`src/sv/crnav_pkg.sv`:
```
package crnav_pkg;

	localparam int unsigned CNT_W = 16;
	localparam int unsigned CFG_IDX_W = 2;

	localparam logic [CNT_W-1:0] CNT_MAX = '1;
	localparam logic [CNT_W-1:0] STRAIGHT_RUN = 16'd5;

	localparam logic [CNT_W-1:0] LINEAR_LIMIT_RST = 16'd1000;
	localparam logic [CNT_W-1:0] CIRCLE_LIMIT_RST = 16'd1000;
	localparam logic [CNT_W-1:0] EDGE_LIMIT_RST = 16'd1000;
	localparam logic [CNT_W-1:0] EDGE_CLEAR_LIMIT_RST = 16'd200;

	localparam logic [CFG_IDX_W-1:0] REG_LINEAR_LIMIT = 2'd0;
	localparam logic [CFG_IDX_W-1:0] REG_CIRCLE_LIMIT = 2'd1;
	localparam logic [CFG_IDX_W-1:0] REG_EDGE_LIMIT = 2'd2;
	localparam logic [CFG_IDX_W-1:0] REG_EDGE_CLEAR_LIMIT = 2'd3;

	typedef enum logic [1:0] {
		MODE_LINEAR = 2'd0,
		MODE_CIRCLE = 2'd1,
		MODE_EDGE = 2'd2
	} mode_t;

	typedef enum logic [2:0] {
		CMD_STOP = 3'd0,
		CMD_STRAIGHT = 3'd1,
		CMD_BACK_RIGHT_FAST = 3'd2,
		CMD_FWD_RIGHT_SLOW = 3'd3,
		CMD_ROTATE_LEFT = 3'd4,
		CMD_SPIRAL = 3'd5,
		CMD_NONE = 3'd6
	} cmd_t;

	typedef struct packed {
		logic front_blocked;
		logic left_blocked;
		logic right_blocked;
		logic dust_full;
	} sens_t;

	typedef struct packed {
		logic vacuum_on;
		cmd_t move_cmd;
		logic [CNT_W-1:0] spiral_amount;
		mode_t mode_now;
	} res_t;

	typedef struct packed {
		logic [CNT_W-1:0] linear_limit;
		logic [CNT_W-1:0] circle_limit;
		logic [CNT_W-1:0] edge_limit;
		logic [CNT_W-1:0] edge_clear_limit;
	} limits_t;

endpackage

```
`src/sv/crnav_if.sv`:
```
interface crnav_sens_if;
	logic valid;
	logic ready;
	logic front_blocked;
	logic left_blocked;
	logic right_blocked;
	logic dust_full;

	modport source (output valid, output front_blocked, output left_blocked,
		output right_blocked, output dust_full, input ready);
	modport sink (input valid, input front_blocked, input left_blocked,
		input right_blocked, input dust_full, output ready);
endinterface

interface crnav_res_if;
	logic valid;
	logic ready;
	logic vacuum_on;
	logic [2:0] move_cmd;
	logic [15:0] spiral_amount;
	logic [1:0] mode_now;

	modport source (output valid, output vacuum_on, output move_cmd,
		output spiral_amount, output mode_now, input ready);
	modport sink (input valid, input vacuum_on, input move_cmd,
		input spiral_amount, input mode_now, output ready);
endinterface

interface crnav_cfg_if;
	logic valid;
	logic ready;
	logic [1:0] index;
	logic [15:0] data;

	modport source (output valid, output index, output data, input ready);
	modport sink (input valid, input index, input data, output ready);
endinterface

```
`src/sv/crnav_cfg.sv`:
```
module crnav_cfg (
	input logic clk,
	input logic arst_n,
	input logic wr_en,
	input logic [crnav_pkg::CFG_IDX_W-1:0] wr_index,
	input logic [crnav_pkg::CNT_W-1:0] wr_data,
	output crnav_pkg::limits_t limits
);

	crnav_pkg::limits_t limits_q;

	always_ff @(posedge clk or negedge arst_n) begin
		if (!arst_n) begin
			limits_q.linear_limit <= crnav_pkg::LINEAR_LIMIT_RST;
			limits_q.circle_limit <= crnav_pkg::CIRCLE_LIMIT_RST;
			limits_q.edge_limit <= crnav_pkg::EDGE_LIMIT_RST;
			limits_q.edge_clear_limit <= crnav_pkg::EDGE_CLEAR_LIMIT_RST;
		end else if (wr_en) begin
			unique case (wr_index)
				crnav_pkg::REG_LINEAR_LIMIT: limits_q.linear_limit <= wr_data;
				crnav_pkg::REG_CIRCLE_LIMIT: limits_q.circle_limit <= wr_data;
				crnav_pkg::REG_EDGE_LIMIT: limits_q.edge_limit <= wr_data;
				crnav_pkg::REG_EDGE_CLEAR_LIMIT: limits_q.edge_clear_limit <= wr_data;
				default: ;
			endcase
		end
	end

	assign limits = limits_q;

endmodule

```
`src/sv/crnav_nav.sv`:
```
module crnav_nav (
	input logic clk,
	input logic arst_n,
	input logic advance,
	input crnav_pkg::sens_t sens,
	input crnav_pkg::limits_t limits,
	output crnav_pkg::res_t res
);

	crnav_pkg::mode_t mode_q, mode_d;
	logic [crnav_pkg::CNT_W-1:0] mode_ticks_q, mode_ticks_d;
	logic [crnav_pkg::CNT_W-1:0] clear_ticks_q, clear_ticks_d;
	logic [crnav_pkg::CNT_W-1:0] straight_ticks_q, straight_ticks_d;

	logic stop;
	logic [crnav_pkg::CNT_W-1:0] mt_inc, ct_inc, st_inc;
	logic lin_to, circ_to, edge_to, clear_to;

	function automatic logic [crnav_pkg::CNT_W-1:0] sat_inc(
		input logic [crnav_pkg::CNT_W-1:0] v
	);
		return (v == crnav_pkg::CNT_MAX) ? v : v + 1'b1;
	endfunction

	assign stop = sens.dust_full | (sens.left_blocked & sens.right_blocked);
	assign mt_inc = sat_inc(mode_ticks_q);
	assign ct_inc = sat_inc(clear_ticks_q);
	assign st_inc = sat_inc(straight_ticks_q);
	assign lin_to = mt_inc > limits.linear_limit;
	assign circ_to = mt_inc > limits.circle_limit;
	assign edge_to = mt_inc > limits.edge_limit;
	assign clear_to = ct_inc > limits.edge_clear_limit;

	// next state
	always_comb begin
		mode_d = mode_q;
		mode_ticks_d = mode_ticks_q;
		clear_ticks_d = clear_ticks_q;
		straight_ticks_d = straight_ticks_q;
		if (!stop) begin
			unique case (mode_q)
				crnav_pkg::MODE_CIRCLE: begin
					if (sens.front_blocked) begin
						mode_d = crnav_pkg::MODE_EDGE;
						mode_ticks_d = '0;
						clear_ticks_d = '0;
						straight_ticks_d = '0;
					end else if (circ_to) begin
						mode_ticks_d = '0;
						clear_ticks_d = '0;
						straight_ticks_d = '0;
					end else begin
						mode_ticks_d = mt_inc;
					end
				end
				crnav_pkg::MODE_EDGE: begin
					if (sens.front_blocked) begin
						mode_ticks_d = mt_inc;
						clear_ticks_d = '0;
						straight_ticks_d = '0;
					end else if (edge_to) begin
						mode_d = crnav_pkg::MODE_LINEAR;
						mode_ticks_d = '0;
						clear_ticks_d = '0;
						straight_ticks_d = '0;
					end else if (clear_to) begin
						mode_d = crnav_pkg::MODE_CIRCLE;
						mode_ticks_d = '0;
						clear_ticks_d = '0;
						straight_ticks_d = '0;
					end else begin
						mode_ticks_d = mt_inc;
						clear_ticks_d = ct_inc;
						straight_ticks_d = st_inc;
					end
				end
				default: begin
					mode_d = crnav_pkg::MODE_LINEAR;
					if (!sens.front_blocked && lin_to) begin
						mode_d = crnav_pkg::MODE_CIRCLE;
						mode_ticks_d = '0;
						clear_ticks_d = '0;
						straight_ticks_d = '0;
					end else begin
						mode_ticks_d = mt_inc;
					end
				end
			endcase
		end
	end

	// result
	always_comb begin
		res.vacuum_on = !stop;
		res.move_cmd = crnav_pkg::CMD_NONE;
		res.spiral_amount = '0;
		res.mode_now = mode_d;
		if (stop) begin
			res.move_cmd = crnav_pkg::CMD_STOP;
		end else begin
			unique case (mode_q)
				crnav_pkg::MODE_CIRCLE: begin
					if (!sens.front_blocked && !circ_to) begin
						res.move_cmd = crnav_pkg::CMD_SPIRAL;
						res.spiral_amount = mt_inc;
					end
				end
				crnav_pkg::MODE_EDGE: begin
					if (sens.front_blocked) begin
						res.move_cmd = crnav_pkg::CMD_BACK_RIGHT_FAST;
					end else if (edge_to) begin
						res.move_cmd = crnav_pkg::CMD_ROTATE_LEFT;
					end else if (!clear_to) begin
						res.move_cmd = (st_inc <= crnav_pkg::STRAIGHT_RUN) ?
							crnav_pkg::CMD_STRAIGHT : crnav_pkg::CMD_FWD_RIGHT_SLOW;
					end
				end
				default: begin
					if (sens.front_blocked) begin
						res.move_cmd = crnav_pkg::CMD_ROTATE_LEFT;
					end else if (!lin_to) begin
						res.move_cmd = crnav_pkg::CMD_STRAIGHT;
					end
				end
			endcase
		end
	end

	always_ff @(posedge clk or negedge arst_n) begin
		if (!arst_n) begin
			mode_q <= crnav_pkg::MODE_LINEAR;
			mode_ticks_q <= '0;
			clear_ticks_q <= '0;
			straight_ticks_q <= '0;
		end else if (advance) begin
			mode_q <= mode_d;
			mode_ticks_q <= mode_ticks_d;
			clear_ticks_q <= clear_ticks_d;
			straight_ticks_q <= straight_ticks_d;
		end
	end

endmodule

```
`src/sv/cleaning_robot_navigation_fsm_top.sv`:
```
// Cleaning robot navigator. Each sensor beat yields exactly one result beat, in order.
// A beat is registered on entry, stepped through the mode and counter logic and held in
// an output register until taken; a new beat is accepted every cycle while the result
// side keeps up, and the single mode/counter state update per beat sets that rate.
// Limits are written through the cfg channel, indexed by the REG_*_LIMIT constants;
// the user must write them only while idle, the block does not check it.
module cleaning_robot_navigation_fsm_top (
	input logic clk,
	input logic arst_n,
	crnav_sens_if.sink sens,
	crnav_res_if.source res,
	crnav_cfg_if.sink cfg
);

	logic valid_s1;
	crnav_pkg::sens_t sens_s1;
	logic valid_s2;
	crnav_pkg::res_t res_s2;
	crnav_pkg::res_t step_res;
	crnav_pkg::limits_t limits;
	logic advance;

	assign advance = valid_s1 && (!valid_s2 || res.ready);
	assign sens.ready = !valid_s1 || advance;
	assign cfg.ready = 1'b1;

	crnav_cfg u_cfg (
		.clk(clk),
		.arst_n(arst_n),
		.wr_en(cfg.valid),
		.wr_index(cfg.index),
		.wr_data(cfg.data),
		.limits(limits)
	);

	crnav_nav u_nav (
		.clk(clk),
		.arst_n(arst_n),
		.advance(advance),
		.sens(sens_s1),
		.limits(limits),
		.res(step_res)
	);

	always_ff @(posedge clk or negedge arst_n) begin
		if (!arst_n) begin
			valid_s1 <= 1'b0;
		end else if (sens.ready) begin
			valid_s1 <= sens.valid;
		end
	end

	always_ff @(posedge clk) begin
		if (sens.valid && sens.ready) begin
			sens_s1.front_blocked <= sens.front_blocked;
			sens_s1.left_blocked <= sens.left_blocked;
			sens_s1.right_blocked <= sens.right_blocked;
			sens_s1.dust_full <= sens.dust_full;
		end
	end

	always_ff @(posedge clk or negedge arst_n) begin
		if (!arst_n) begin
			valid_s2 <= 1'b0;
		end else if (advance) begin
			valid_s2 <= 1'b1;
		end else if (res.ready) begin
			valid_s2 <= 1'b0;
		end
	end

	always_ff @(posedge clk) begin
		if (advance) begin
			res_s2 <= step_res;
		end
	end

	assign res.valid = valid_s2;
	assign res.vacuum_on = res_s2.vacuum_on;
	assign res.move_cmd = res_s2.move_cmd;
	assign res.spiral_amount = res_s2.spiral_amount;
	assign res.mode_now = res_s2.mode_now;

endmodule

```
`src/flat_wrapper.sv`:
```
// flat-port wrapper written by rule: the top's interface ports become plain ports
module cleaning_robot_navigation_fsm_top_flat 
  (clk, arst_n, sens_valid, sens_front_blocked, sens_left_blocked, sens_right_blocked, sens_dust_full, sens_ready, res_valid, res_vacuum_on, res_move_cmd, res_spiral_amount, res_mode_now, res_ready, cfg_valid, cfg_index, cfg_data, cfg_ready);
  crnav_sens_if sens_i ();
  crnav_res_if res_i ();
  crnav_cfg_if cfg_i ();
  input logic clk;
  input logic arst_n;
  input wire logic [$bits(sens_i.valid)-1:0] sens_valid;
  input wire logic [$bits(sens_i.front_blocked)-1:0] sens_front_blocked;
  input wire logic [$bits(sens_i.left_blocked)-1:0] sens_left_blocked;
  input wire logic [$bits(sens_i.right_blocked)-1:0] sens_right_blocked;
  input wire logic [$bits(sens_i.dust_full)-1:0] sens_dust_full;
  output wire logic [$bits(sens_i.ready)-1:0] sens_ready;
  output wire logic [$bits(res_i.valid)-1:0] res_valid;
  output wire logic [$bits(res_i.vacuum_on)-1:0] res_vacuum_on;
  output wire logic [$bits(res_i.move_cmd)-1:0] res_move_cmd;
  output wire logic [$bits(res_i.spiral_amount)-1:0] res_spiral_amount;
  output wire logic [$bits(res_i.mode_now)-1:0] res_mode_now;
  input wire logic [$bits(res_i.ready)-1:0] res_ready;
  input wire logic [$bits(cfg_i.valid)-1:0] cfg_valid;
  input wire logic [$bits(cfg_i.index)-1:0] cfg_index;
  input wire logic [$bits(cfg_i.data)-1:0] cfg_data;
  output wire logic [$bits(cfg_i.ready)-1:0] cfg_ready;
  assign sens_i.valid = sens_valid;
  assign sens_i.front_blocked = sens_front_blocked;
  assign sens_i.left_blocked = sens_left_blocked;
  assign sens_i.right_blocked = sens_right_blocked;
  assign sens_i.dust_full = sens_dust_full;
  assign sens_ready = sens_i.ready;
  assign res_valid = res_i.valid;
  assign res_vacuum_on = res_i.vacuum_on;
  assign res_move_cmd = res_i.move_cmd;
  assign res_spiral_amount = res_i.spiral_amount;
  assign res_mode_now = res_i.mode_now;
  assign res_i.ready = res_ready;
  assign cfg_i.valid = cfg_valid;
  assign cfg_i.index = cfg_index;
  assign cfg_i.data = cfg_data;
  assign cfg_ready = cfg_i.ready;
  cleaning_robot_navigation_fsm_top u_core (.clk(clk), .arst_n(arst_n), .sens(sens_i), .res(res_i), .cfg(cfg_i));
endmodule
```
`config.mk`:
```
export PLATFORM = sky130hd
export DESIGN_NAME = cleaning_robot_navigation_fsm_top_flat
export DESIGN_NICKNAME = d
export VERILOG_FILES = /design/src/sv/crnav_pkg.sv /design/src/sv/crnav_if.sv /design/src/sv/crnav_cfg.sv /design/src/sv/crnav_nav.sv /design/src/sv/cleaning_robot_navigation_fsm_top.sv /design/src/flat_wrapper.sv
export SDC_FILE = /design/constraint.sdc
export NUM_CORES = 1
export LEC_CHECK = 0
export BUFFER_PORTS_ARGS = -buffer_cell sky130_fd_sc_hd__buf_2
export CORE_AREA = 2 2 129 131
export DETAILED_ROUTE_END_ITERATION = 6
export DIE_AREA = 0 0 131 133
export GPL_ROUTABILITY_DRIVEN = 0
export HOLD_SLACK_MARGIN = 0.12
export PLACE_DENSITY = 0.69
export RECOVER_POWER = 100
export SLEW_MARGIN = 5
export SYNTH_ARGS = -nofsm -noshare
export SYNTH_HDL_FRONTEND = slang
export SYNTH_HIERARCHICAL = 1
export SYNTH_SLANG_ARGS = --single-unit
```
`constraint.sdc`:
```
create_clock -name clk -period 4.51 [get_ports clk]
set_clock_uncertainty 0.2 [all_clocks]
set_input_delay 0.451 -clock clk [delete_from_list [all_inputs] [get_ports clk]]
set_output_delay 0.451 -clock clk [all_outputs]
set_load 0.05 [all_outputs]
```
# Yosys cells after proc, flatten, opt, wreduce, memory -nomap -nowiden
# Cells that the tools add are included.
op_classes:
  add_sub_neg: 3
  order_cmp: 5
  eq_ne: 9
  mux: 38
  n_bitwise: 5
  n_reduce_logical: 21
ops:
  columns: ["cell", "count"]
  rows:
  - ["$mux 16", 18]
  - ["$pmux 16 s2", 3]
  - ["$gt 16x16->1", 4]
  - ["$add 16x1->16 const B", 3]
  - ["$eq 16x16->1 const B", 3]
  - ["$mux 18", 1]
  - ["$le 16x3->1 const B", 1]
  - ["$mux 3", 5]
  - ["$mux 2", 6]
  - ["$reduce_and 2->1", 5]
  - ["$eq 2x2->1 const B", 3]
  - ["$pmux 3 s2", 1]
  - ["$logic_not 1->1", 5]
  - ["$eq 2x1->1 const B", 2]
  - ["$logic_and 1x1->1", 4]
  - ["$pmux 2 s2", 1]
  - ["$reduce_and 4->1", 1]
  - ["$mux 1", 3]
  - ["$ne 3x2->1 const B", 1]
  - ["$not 1->1", 3]
  - ["$reduce_bool 3->1", 1]
  - ["$reduce_or 3->1", 1]
  - ["$logic_not 2->1", 1]
  - ["$logic_or 1x1->1", 2]
  - ["other kinds (3)", 3]
totals:
  regBits: 142
  out_inout_bits: 25
  elab_cells: 99

# Longest topological paths before layout
logic_depth:
  ltp_word: 8
  depth_mapped: 20

# Modules after synthesis
# The synthesis kept the hierarchy.
modules_own_cells:
  columns: ["module", "n_inst", "cells_each", "area_per_inst_um2"]
  rows:
  - ["crnav_nav", 1, 681, 5316.3]
  - ["crnav_cfg", 1, 136, 2437.3]
  - ["cleaning_robot_navigation_fsm_top", 1, 36, 895.9]

# Least setup slack after synthesis
# Ideal clock, no wire load.
synth_path:
  path_type: "reg2reg"
  startpoint: "register u_core/u_nav/mode_ticks_q[1] in the netlist's numbering"
  endpoint: "register u_core/u_nav/mode_ticks_q[0] in the netlist's numbering"
  setup_time_ns: 0.129
  arrival_ns: 3.846
  setup_slack_ns: 0.335
  path_stages_with_launch: 18
  path_buffers: 1
  cell_sequence: "dfrtp_1 -> ha_1 -> nand3_1 -> or4_4 -> nor3_4 -> nor3_2 -> and3_1 -> nand3_1 -> xor2_2 -> inv_1 -> ha_1 -> nand4_1 -> a2111o_1 -> o2111a_1 -> nor4_1 -> a31o_1 -> buf_6 -> o22ai_2"
synth_between:
  elab_chain_len: 6
  word_cells_on_any_way: 14
  cone_classes: "add/sub: 1; order compare: 3; eq/ne: 1; mux: 8; reduce/logical: 1"
synth_rtl:
  columns: ["element", "line", "rtl"]
  rows:
  - ["from (decl)", "crnav_nav.sv:11", "logic [crnav_pkg::CNT_W-1:0] mode_ticks_q, mode_ticks_d;"]
  - ["from (signal assigned)", "crnav_nav.sv:137", "mode_ticks_q <= mode_ticks_d;"]
  - ["$add 16x1->16 or $eq 16x16->1 (tied branches)", "crnav_nav.sv:22", "return (v == crnav_pkg::CNT_MAX) ? v : v + 1'b1;"]
  - ["$mux 16 *", "crnav_nav.sv:22", null]
  - ["$gt 16x16->1 (tied with other cells)", "crnav_nav.sv:31", "assign edge_to = mt_inc > limits.edge_limit;"]
  - ["$mux 16 (tied with other cells)", "crnav_nav.sv:61", "end else if (edge_to) begin"]
  - ["$mux 16 (on tied branches)", "crnav_nav.sv:57, crnav_nav.sv:43, crnav_nav.sv:79", null]
  - ["$pmux 16 s2 *", "crnav_nav.sv:41", "unique case (mode_q)"]
# Every way passes the cells marked *; elsewhere a longest branch is shown, timed or not.
# A chain may end at the register's enable or synchronous reset.

# Worst setup path in the final report
layout_path:
  startpoint: "register u_core/u_nav/mode_ticks_q[1] in the netlist's numbering"
  endpoint: "register u_core/u_nav/mode_ticks_q[7] in the netlist's numbering"
# The elaborated chain is that of the path after synthesis.

==> out/results.ini <==
[outcome]
status=finished, violations left
violations=max-capacitance violations, max-slew violations

[yosys]
synth_warnings=6
seq_area_frac_synth_pct=42.9
syn_area_um2=8650
synth_edf_count=26
synth_nets=949
avgSynthCellArea_um2=10.1
ys_ff_latch=142
yosysUniqueCellTypes=82
netlist_instances=853
synthFlopType=dfrtp_1
async_flop_share_pct=81.7

[routing]
drt_iter0_drc=444
viasPerCell=5.56
dr_total_vias=6561
wl_per_cell_um=16.8
final_antenna_net_count=0
post-route-drc-count=0
dr.pass1.iters=6
routed_wl_mm=19.8

[finish]
stdcell_count=1181
num_antenna_cells=0
finish.net_count=1044
syn2layout_area_growth_pct=18.5
drive_gt1_share_pct=25.9

[die]
initial_utilization_pct=53.5
coreArea_um2=16200
die_x_um=131
io_pins=52
rows=47
dieHeight_um=133
die-area_um2=17400

[power]
p_clk_share_pct=32.9
p_int_uw=2800
peakVddDrop_v=0.000318
power_uw=4130
power_frac_comb_pct=27.6
power.sequential.fraction_pct=39.5
p_sw_share_pct=32.2
p_switching_uw=1330
p_leak_uw=0.00466
power.density_nw_per_um2=403

[place]
dpl.cell_count=1129
port_buffers=50
dpl.hpwl_mm=14.2

[sta]
final_max_slew_viol_count=66
max_slew_margin_pct=-80.0
hold_viol_final=0
fmax_mhz=228
setup_viol=0
worst_pin_slew_ns=2.69
fin_crit_ns=4.39
period_share_pct=97.4

[grt]
grt.total_usage_pct=23.6
grt_pass1_vias=6274
gr-total-overflow=0
grt_max_degree=49
grt_pass1_wl_mm=31.9
antenna_found_initial=0

[cts]
cts_buffer_depth=2
htreeDepth=4
cts.sinks=142
root_buffer=clkbuf_16
cts_tree=yes
cts_made_buffers=17
clk_transition_reported_paths_ns=0.06
clk_latency_ns=0.43

[worst_hold_path]
hold_class=in2reg

[worst_setup_path]
cp_slowest_cell=nor4b_4
cp_common_cell=nand3_1
cp.arrival_ns=4.54
cp.required_ns=4.66
path_class=reg2reg
max_stage_delay_ns=0.50
cp_max_fo=5
path_cells=ha_2 -> nand3_1 -> or4_4 -> nor3_4 -> nor3_2 -> and3_2 -> nand3_2 -> xor2_2 -> inv_2 -> ha_1 -> nand4_1 -> a211oi_2 -> nor4b_4 -> o221ai_2 -> a31oi_2 -> buf_4 -> nand3_1 -> nand3_1
cp-end-kind=register
cp-start-kind=register

[flow_run]
maxCapViolations=2

==> cells in the mapped netlist (4+ instances only) <==
cell	number	area [um2]
dfrtp_1	95	2380
inv_1	91	342
ha_1	69	863
mux2_2	65	732
nand2_1	65	244
nor2_1	61	229
nand3_1	39	195
o21ai_0	38	190
a21oi_1	32	160
edfxtp_1	26	781
dfstp_2	21	552
nand4_1	18	113
o31ai_1	15	113
xor2_1	15	131
nand2b_1	14	87.6
buf_2	13	65.1
xnor2_1	11	96.3
clkbuf_1	10	37.5
nor2b_1	10	62.6
nor3_1	10	50.1
a21o_1	9	67.6
o31ai_2	8	100
and3_1	7	43.8
nor4_1	7	43.8
o211ai_1	6	45.0
a31oi_1	5	31.3
mux2i_1	5	50.1
buf_6	4	45.0
nand3b_1	4	30.0
or3_1	4	25.0
==> per-stage QoR <==
step	instance area (um2)	setup slack [ns]	hold slack, ns	utilization (%)	setup TNS [ns]
finish	10200	0.118	0.131	63.4	0
global route	10200	-0.0575	0.130	63.4	-0.497
CTS	10000	-0.0236	0.122	62.1	-0.0236
detailed placement	9320	-0.277	0.294	57.6	-3.47
global placement	9320	-0.130	0.287	57.6	-1.76
floorplan	8650	0.335	-0.0446	-	0
==> cell families (layout without fill, tap and decap cells) <==
group / Yosys count / in the layout / share of synthesized area [%]
compound gates: 150 / 150 / 12.3
xor+xnor: 27 / 27 / 2.82
fa+ha+maj: 69 / 69 / 9.98
buf+inv: 123 / 231 / 6.13
flops: 142 / 142 / 42.9
mux: 70 / 70 / 9.04
other cells: 1 / 1 / 0.0434
simple gates: 271 / 271 / 16.8
==> final cells by class <==
class / count / area [um2]
clock buffers: 20 / 468
clock inverters: 12 / 108
fillers: 1313 / 5920
inverters: 91 / 342
multi-input cells: 588 / 4630
flip-flops and latches: 142 / 3710
well taps: 220 / 275
repair buffers: 108 / 711
==> worst max-delay path: cells and delay by family, from the launching register on <==
family          cells  cell delay, ns
buf+inv             2            0.25
simple gates       10            2.21
fa+ha+maj           2            0.47
compound gates      3            0.62
xor+xnor            1            0.17
flops               1            0.40
==> sequential cells by signal, indices dropped and copies added (netlist names) <==
register	flops
u_core/u_nav/mode_q	2
u_core/u_nav/clear_ticks_q	16
u_core/res.vacuum_on	1
u_core/res.spiral_amount	16
u_core/valid_s1	1
u_core/res.move_cmd	3
u_core/res.mode_now	2
u_core/sens_s1	4
u_core/u_cfg/limits	64
u_core/u_nav/mode_ticks_q	16
u_core/u_nav/straight_ticks_q	16
u_core/res.valid	1
==> path summary, 6_finish.rpt <==
path                                                      to  cells after the start  slack, ns                          from
worst max-delay path            u_core/u_nav/mode_ticks_q[7]                     18       0.12  u_core/u_nav/mode_ticks_q[1]
worst min-delay path                 u_core/u_cfg/limits[61]                      2       0.13                  cfg_data[13]
worst max register to register  u_core/u_nav/mode_ticks_q[7]                     18       0.12  u_core/u_nav/mode_ticks_q[1]
worst min register to register              u_core/res.valid                      1       0.29               u_core/valid_s1
max in group asynchronous       u_core/u_nav/mode_ticks_q[1]                      3       0.84                        arst_n
min in group asynchronous            u_core/u_cfg/limits[14]                      2       1.18                        arst_n
==> cells in the final DEF (no fill, tap or decap), drive strengths merged, types with 26 or more instances in the layout <==
cell type / count
nand3: 40
nand2: 66
edfxtp: 26
ha: 69
buf: 64
inv: 94
mux2: 65
o21ai: 41
dfrtp: 95
clkbuf: 50
a21oi: 33
nor2: 62
==> per-layer routing <==
metal	track usage [%]	vias to the layer above	share of wire [%]
met1	33.4	3188	47
met3	4.08	28	3.7
li1	-	3217	-
met5	0	-	0
met4	7.86	0	1.8
met2	36.9	128	47
==> power groups by stage <==
stage	Combinational, uW	Sequential, uW	Clock (uW)
finish	1140	1630	1360
global route	1260	1650	1440
CTS	1070	1620	1380
detailed placement	1050	1640	0
global placement	1040	1630	0
floorplan	709	1660	0
==> repair_timing <==
action | CTS | global route
setup buffers | 0 | 6
hold endpoints to repair | 62 | 0
hold buffers | 14 | 0
pin swaps | 4 | 15
gates cloned | 0 | 0
gates resized for setup | 5 | 48
endpoints found under the setup margin | 37 | 64
Power figures use the tool's default switching activity.
